### config.mk
export PLATFORM = sky130hd
export DESIGN_NAME = chist_div
export DESIGN_NICKNAME = d
export VERILOG_FILES = /design/src/rtl/chist_pkg.sv /design/src/rtl/chist_div.sv
export SDC_FILE = /design/constraint.sdc
export NUM_CORES = 1
export LEC_CHECK = 0
export BUFFER_PORTS_ARGS = -buffer_cell sky130_fd_sc_hd__buf_2
export CAP_MARGIN = 20
export CORE_MARGIN = 5
export CORE_UTILIZATION = 57
export DETAILED_ROUTE_END_ITERATION = 16
export GPL_TIMING_DRIVEN = 0
export PLACE_DENSITY = 0.9
export SLEW_MARGIN = 20
export SYNTH_ARGS = -nofsm -noshare
export SYNTH_HDL_FRONTEND = slang
export SYNTH_SLANG_ARGS = --single-unit
export TNS_END_PERCENT = 10
### constraint.sdc
create_clock -name clock -period 4.7 [get_ports clock]
set_input_delay 0.47 -clock clock [delete_from_list [all_inputs] [get_ports clock]]
set_output_delay 0.47 -clock clock [all_outputs]
set_load 0.005 [all_outputs]
### src/rtl/chist_pkg.sv
// ----------------------------------------------------------------------------
// chist_pkg: shared constants and types of the chromaticity histogram
// Holds the map geometry, the Q16 color matrix, request and status codes
// and the control word that drives the bin memories.
// ----------------------------------------------------------------------------
`default_nettype none

package chist_pkg;

   localparam int X_BINS     = 49;
   localparam int Y_BINS     = 54;
   localparam int MAP_SIZE   = X_BINS * Y_BINS;
   localparam int ADDR_W     = $clog2(MAP_SIZE);
   localparam int COUNT_BITS = 16;
   localparam int OFS_W      = 6;
   localparam int IDX_W      = 6;
   localparam int Q_W        = 7;   // quotient of 100*c/sum is at most 100
   localparam int CX_W       = 24;
   localparam int CY_W       = 24;
   localparam int CZ_W       = 25;
   localparam int SUM_W      = 26;
   localparam int NUM_W      = 32;

   localparam logic [COUNT_BITS-1:0] COUNT_MAX = '1;

   // sRGB to XYZ in unsigned Q16.
   localparam logic [15:0] C_XR = 16'd27031;
   localparam logic [15:0] C_XG = 16'd23434;
   localparam logic [15:0] C_XB = 16'd11824;
   localparam logic [15:0] C_YR = 16'd13938;
   localparam logic [15:0] C_YG = 16'd46869;
   localparam logic [15:0] C_YB = 16'd4730;
   localparam logic [15:0] C_ZR = 16'd1267;
   localparam logic [15:0] C_ZG = 16'd7811;
   localparam logic [15:0] C_ZB = 16'd62274;
   localparam logic [6:0]  C_PCT = 7'd100;

   // Request kinds.
   localparam logic [1:0] REQ_PIXEL = 2'd0;
   localparam logic [1:0] REQ_FOLD  = 2'd1;
   localparam logic [1:0] REQ_READ  = 2'd2;
   localparam logic [1:0] REQ_CLEAR = 2'd3;

   // Result status codes.
   localparam logic [1:0] STAT_MARKED = 2'd0;
   localparam logic [1:0] STAT_ZERO   = 2'd1;
   localparam logic [1:0] STAT_RANGE  = 2'd2;
   localparam logic [1:0] STAT_DONE   = 2'd3;

   // Configuration register indexes.
   localparam logic CSR_X_OFFSET = 1'b0;
   localparam logic CSR_Y_OFFSET = 1'b1;

   typedef struct packed {
      logic                  pres_we;
      logic                  pres_wd;
      logic                  tot_we;
      logic [COUNT_BITS-1:0] tot_wd;
      logic [ADDR_W-1:0]     waddr;
      logic [ADDR_W-1:0]     raddr;
   } mem_req_type;

   function automatic logic [ADDR_W-1:0] bin_addr(input logic [IDX_W-1:0] bx,
                                                  input logic [IDX_W-1:0] by);
      logic [ADDR_W-1:0] row;
      row = ADDR_W'(bx) * ADDR_W'(Y_BINS);
      return row + ADDR_W'(by);
   endfunction

endpackage

`default_nettype wire

### src/rtl/chist_div.sv
// ----------------------------------------------------------------------------
// chist_div: iterative chromaticity divider
// Computes floor(100*cx/sum) and floor(100*cy/sum) side by side, one
// quotient bit per cycle, and raises done after the last bit.
// ----------------------------------------------------------------------------
`default_nettype none

module chist_div (
   input  wire                                  clock,
   input  wire                                  reset,
   input  wire                                  start,
   input  wire  [chist_pkg::CX_W-1:0]           cx,
   input  wire  [chist_pkg::CY_W-1:0]           cy,
   input  wire  [chist_pkg::SUM_W-1:0]          sum,
   output logic                                 done,
   output logic [chist_pkg::Q_W-1:0]            qx,
   output logic [chist_pkg::Q_W-1:0]            qy
);

   logic                          busy_ff, busy_in;
   logic                          done_ff, done_in;
   logic [2:0]                    step_ff, step_in;
   logic [chist_pkg::NUM_W-1:0]   remx_ff, remx_in;
   logic [chist_pkg::NUM_W-1:0]   remy_ff, remy_in;
   logic [chist_pkg::SUM_W-1:0]   den_ff, den_in;
   logic [chist_pkg::Q_W-1:0]     qx_ff, qx_in;
   logic [chist_pkg::Q_W-1:0]     qy_ff, qy_in;
   logic [chist_pkg::NUM_W-1:0]   trial;
   logic                          bit_x, bit_y;

   assign trial = chist_pkg::NUM_W'(den_ff) << step_ff;
   assign bit_x = remx_ff >= trial;
   assign bit_y = remy_ff >= trial;

   always_comb begin
      busy_in = busy_ff;
      done_in = 1'b0;
      step_in = step_ff;
      remx_in = remx_ff;
      remy_in = remy_ff;
      den_in  = den_ff;
      qx_in   = qx_ff;
      qy_in   = qy_ff;
      if (start) begin
         busy_in = 1'b1;
         step_in = 3'(chist_pkg::Q_W - 1);
         remx_in = chist_pkg::NUM_W'(cx) * chist_pkg::NUM_W'(chist_pkg::C_PCT);
         remy_in = chist_pkg::NUM_W'(cy) * chist_pkg::NUM_W'(chist_pkg::C_PCT);
         den_in  = sum;
         qx_in   = '0;
         qy_in   = '0;
      end else if (busy_ff) begin
         if (bit_x) remx_in = remx_ff - trial;
         if (bit_y) remy_in = remy_ff - trial;
         qx_in = {qx_ff[chist_pkg::Q_W-2:0], bit_x};
         qy_in = {qy_ff[chist_pkg::Q_W-2:0], bit_y};
         if (step_ff == 3'd0) begin
            busy_in = 1'b0;
            done_in = 1'b1;
         end else begin
            step_in = step_ff - 3'd1;
         end
      end
   end

   always_ff @(posedge clock) begin
      if (reset) begin
         busy_ff <= 1'b0;
         done_ff <= 1'b0;
      end else begin
         busy_ff <= busy_in;
         done_ff <= done_in;
      end
      step_ff <= step_in;
      remx_ff <= remx_in;
      remy_ff <= remy_in;
      den_ff  <= den_in;
      qx_ff   <= qx_in;
      qy_ff   <= qy_in;
   end

   assign done = done_ff;
   assign qx   = qx_ff;
   assign qy   = qy_ff;

endmodule

`default_nettype wire

# == Yosys cells after proc, flatten, opt, wreduce, memory -nomap -nowiden ==
# Cells that the tools add are included.
# totals
wordCells,40
output_inout_bits,15
mem_bits_ro,0
ff_bits,109
latchBits,0
n_memories,0
ramBits,0
# op_classes
shifts,1
addsub,3
n_mux,10
mul,2
div_mod_pow,0
n_bitwise,2
magnitude_cmp,2
reduce_logical,10
eq_ne,0
# ops
op,count
two-way mux 31 bit,6
>= comparator 32 bit,2
subtractor 32 bit,2
multiplier 24 x 5 -> 29 bit (second input constant),2
left shift 26 x 3 -> 32 bit,1
AND reduction 2 bit,5
nonzero test 2 bit,3
two-way mux 1 bit,4
zero test 3 bit,1
OR reduction 3 bit,1
subtractor 3 x 1 -> 3 bit (second input constant),1
inverter 1 bit,2

# == Longest topological paths before layout ==
# logic_depth
word_depth,5
mapped_depth,18
ltp_nobuf,15

# == Worst setup path before layout ==
# No wires, ideal clock.
# synth_path
kind,register to register
from,register step_ff[0]
to,"register remx_ff[10] (netlist bit), enable pin"
setup_slack_ns,0.276
path_buffers,3
synth_period_minus_slack_ns,4.424
path_stages_with_launch,15
required_time_ns,4.227
arrival_time_ns,3.951
cell_sequence,dfxtp_1 > clkbuf_1 > buf_1 > mux4_2 > mux2i_1 > ha_1 > buf_2 > a21oi_1 > o21ai_1 > a211oi_2 > o221ai_1 > a221o_1 > a21o_1 > nand2_1 > nand2_1
# synth_via
elab_chain_cells,4
# synth_rtl
element,line,source
start: declaration,chist_div.sv:22,"logic [2:0] step_ff, step_in;"
start signal: assignment,chist_div.sv:74,step_ff <= step_in;
left shift 26 x 3 -> 32 bit,chist_div.sv:31,assign trial = chist_pkg::NUM_W'(den_ff) << step_ff;
>= comparator 32 bit,chist_div.sv:32,assign bit_x = remx_ff >= trial;
nonzero test 2 bit (no source line),--,
AND reduction 2 bit (no source line),--,
end signal: assignment,chist_div.sv:75,remx_ff <= remx_in;
end: declaration,chist_div.sv:23,"logic [chist_pkg::NUM_W-1:0] remx_ff, remx_in;"
# Every way passes these cells.
# A chain may end at the register's enable or synchronous reset.

# == Final worst setup path ==
# layout_path
from,register step_ff[0]
to,register remx_ff[29] (netlist bit) (data pin)
# layout_via
elab_chain_cells,5
# layout_rtl
element,line,source
left shift 26 x 3 -> 32 bit,chist_div.sv:31,
subtractor 32 bit,chist_div.sv:53,if (bit_x) remx_in = remx_ff - trial;
two-way mux 31 bit,chist_div.sv:53,
two-way mux 31 bit,chist_div.sv:52,end else if (busy_ff) begin
two-way mux 31 bit,chist_div.sv:44,if (start) begin
via remx_in (one bit),chist_div.sv:23,
# The timed path passes the listed nets, and every way through them passes these cells. The select of a mux whose other input is x is not followed.

==> flow_metrics.env <==
export IMPL_status="complete, no violations"
export IMPL_r2r_start="step_ff[0]"
export IMPL_place_area_um2=14000
export IMPL_min_path_type="input pin to flop"
export IMPL_drtIter0Drc=959
export IMPL_hpwl_um=26500
export IMPL_vias_per_cell=6.09
export IMPL_synth_seq_cells=109
export IMPL_fin_nets=1887
export IMPL_final_util_pct=63.5
export IMPL_routedWlPerCell_um=18.0
export IMPL_h_tree_depth=3
export IMPL_syn_nets=1783
export IMPL_avgSynthCellArea_um2=9.13
export IMPL_synth_cell_types=91
export IMPL_slew_headroom_pct=37.6
export IMPL_ant_nets=0
export IMPL_cts_tree="done"
export IMPL_drt_pass1_iter_count=5
export IMPL_async_flop_share_pct=0
export IMPL_overflow=0
export IMPL_ir_worst_vdd_mv=0.192
export IMPL_cp_required_ns=4.78
export IMPL_crit_type="flop to flop"
export IMPL_min_period_ns=4.56
export IMPL_place_congestion=0.974
export IMPL_die_area_um2=26300
export IMPL_crit_fanout=11
export IMPL_total_power_w=0.00613
export IMPL_drc_errors=0
export IMPL_critPathLaunch="step_ff[0]"
export IMPL_antenna_cells=0
export IMPL_drive_gt1_share_pct=12.7
export IMPL_cts_root_buf="clkbuf_16"
export IMPL_crit_path_start_kind="flop"
export IMPL_setup_viol=0
export IMPL_die_w_um=162
export IMPL_port_buffers=91
export IMPL_clkTransAtPathRegs_ns=0.08
export IMPL_grt_antenna_before_repair=1
export IMPL_worst_slew_pin_slew_ns=0.936
export IMPL_io_pins=92
export IMPL_die_h_um=162
export IMPL_cts_buffers=9
export IMPL_grt_pass1_wl_um=53500
export IMPL_clock_sinks=109
export IMPL_cap_violations=0
export IMPL_drv_slew=0
export IMPL_yosysWarnings=0
export IMPL_rsz0062_at_grt="yes"
export IMPL_synth_area_leaders="ha_1 (21%), edfxtp_1 (19%), fa_1 (6.1%)"
export IMPL_grt_pass1_vias=11000
export IMPL_synth_area_um2=13200
export IMPL_hp_start="sum[8]"
export IMPL_p_leak_nw=6.96
export IMPL_track_usage_pct=24.8
export IMPL_synthCells=1446
export IMPL_postLayoutCellArea_um2=14400
export IMPL_synth_top_cell_by_area="ha_1"
export IMPL_drt_total_wl_um=33100
export IMPL_ys_flop_type="edfxtp_1"
export IMPL_clk_latency_ns=0.36
export IMPL_cp_arrival_ns=4.63
export IMPL_num_rows=55
export IMPL_p_per_area_nw_per_um2=425
export IMPL_synth_edf_count=84
export IMPL_fin_crit_sh_pct=96.9
export IMPL_clock_path_buffers=2
export IMPL_fmax_mhz=220
export IMPL_core_area_um2=22700
export IMPL_via_count=11200
export IMPL_initial_core_util_pct=58.1
export IMPL_grt_max_degree=33
export IMPL_synth_top_area_share_pct=20.8
export IMPL_synthToLayoutAreaGrowth_pct=9.24
export IMPL_finalHoldViolCount=0
export IMPL_skew_ns=0.0145
export IMPL_ys_seq_area_share_pct=22.9
export IMPL_cp_end_kind="flop"
==> layout by cell type (no fill, tap or decap), types with 6 or more instances in the layout <==
master,instances
nor3_1,19
edfxtp_1,84
and3_1,10
buf_2,98
nand4_1,19
a211oi_1,17
o21ai_1,8
xor2_1,49
nor2_1,57
xnor2_1,53
inv_1,206
clkbuf_16,9
o211ai_1,15
and2_1,6
ha_1,220
a21o_1,42
nand2_1,89
o21a_1,17
clkbuf_1,22
or3_1,6
mux2i_1,32
fa_1,40
nand3_1,15
a31oi_1,11
o21ai_0,73
or2_2,8
dfxtp_1,25
a22o_1,18
o22ai_1,19
nand2b_1,17
nor2b_1,14
mux4_2,14
a21oi_1,98
mux2i_2,6
==> synth_stat cells (all sizes together) (4+ instances only) <==
cell       n
o31a       5
a211o      5
mux2i     42
nand4     19
nor2b     14
clkbuf    27
ha       220
o21bai     5
fa        40
o22ai     21
o21ai     82
nor2      58
xor2      49
nand3     15
or3        6
mux4      14
inv      209
edfxtp    84
nor3      21
a211oi    19
o21a      17
xnor2     53
nand2     91
a21o      43
or2       10
a21oi    102
o31ai      5
buf       12
o211ai    16
o221ai     6
o2111ai    4
and3      10
a31oi     12
dfxtp     25
nand2b    17
a22o      20
and2       8
==> power by group <==
part / switching (W) / internal [W]
Sequential: 0.0000809 / 0.00127
Clock: 0.000384 / 0.000369
Combinational: 0.00235 / 0.00167
Total: 0.00281 / 0.00332
==> cell type report <==
class	count	area, um2
multi-input cells	1089	9280
repair buffers	92	475
fillers	1831	8290
inverters	209	791
clock inverters	7	55.1
repair inverters	1	7.51
plain buffers	39	209
flip-flops and latches	109	3020
clock buffers	9	225
well taps	285	357
==> logic make-up (layout without fill, tap and decap cells) <==
| kind of cell | count (synthesis) | after routing | share of synthesized area, % |
|---|---|---|---|
| buffers and inverters | 248 | 357 | 7.48 |
| adders and majority gates | 260 | 260 | 26.9 |
| AOI/OAI and AO/OA | 386 | 386 | 19.6 |
| and+or+nand+nor | 283 | 283 | 10.6 |
| DFF | 109 | 109 | 22.9 |
| xor gates and xnor gates | 102 | 102 | 6.77 |
| muxes | 58 | 58 | 5.74 |
==> critical path, cell delays in order (launching register included) <==
cell and delay (ns):
dfxtp_1 0.31, clkbuf_1 0.27, clkbuf_4 0.31, inv_2 0.13, o31a_1 0.34, mux2i_1 0.44, ha_1 0.40, nand2_1 0.19
o21ai_0 0.13, a31oi_1 0.38, o221ai_2 0.17, a221o_1 0.32, a21o_1 0.23, and2b_4 0.23, inv_4 0.13, buf_6 0.18
o22ai_1 0.10
==> final timing paths <==
kind                      end  slack [ns]  cells past startpoint
hold / removal      den_ff[8]        0.29                      1
setup reg to reg  remx_ff[29]        0.14                     16
hold reg to reg         qx[0]        0.48                      2
setup / recovery  remx_ff[29]        0.14                     16
==> sequential cells by signal (all words and copies together) (netlist names) <==
register / cells
qx: 7
qy: 7
remy_ff: 32
step_ff: 3
den_ff: 26
busy_ff: 1
remx_ff: 32
done: 1
==> routing by layer <==
layer | global-route usage, % | wire length [um] | up-vias
met4 | 7.73 | 876 | 2
met3 | 4.64 | 2710 | 64
li1 | - | - | 5409
met5 | 0 | 11 | -
met1 | 33.1 | 14400 | 5244
met2 | 41.2 | 15000 | 480
==> stage by stage <==
step | hold WS, ns | setup TNS [ns] | setup WS (ns) | std cells
3_5_place_dp | 0.463 | -48.69 | -0.850 | 1822
2_1_floorplan | 0.441 | 0 | 0.276 | 1446
3_3_place_gp | 0.453 | -58.04 | -0.984 | 1822
6_report | 0.285 | 0 | 0.145 | 1840
4_1_cts | 0.281 | 0 | 0.0239 | 1839
5_1_grt | 0.281 | -1.47 | -0.102 | 1840
==> repair_timing <==
item | CTS | global route
cloned | 1 | 0
hold buffers | 0 | 0
buffers inserted | 0 | 1
resized for setup | 9 | 16
endpoints found under the hold margin | 0 | 0
setup endpoints to repair | 91 | 88
(Power assumes the default switching activity.)
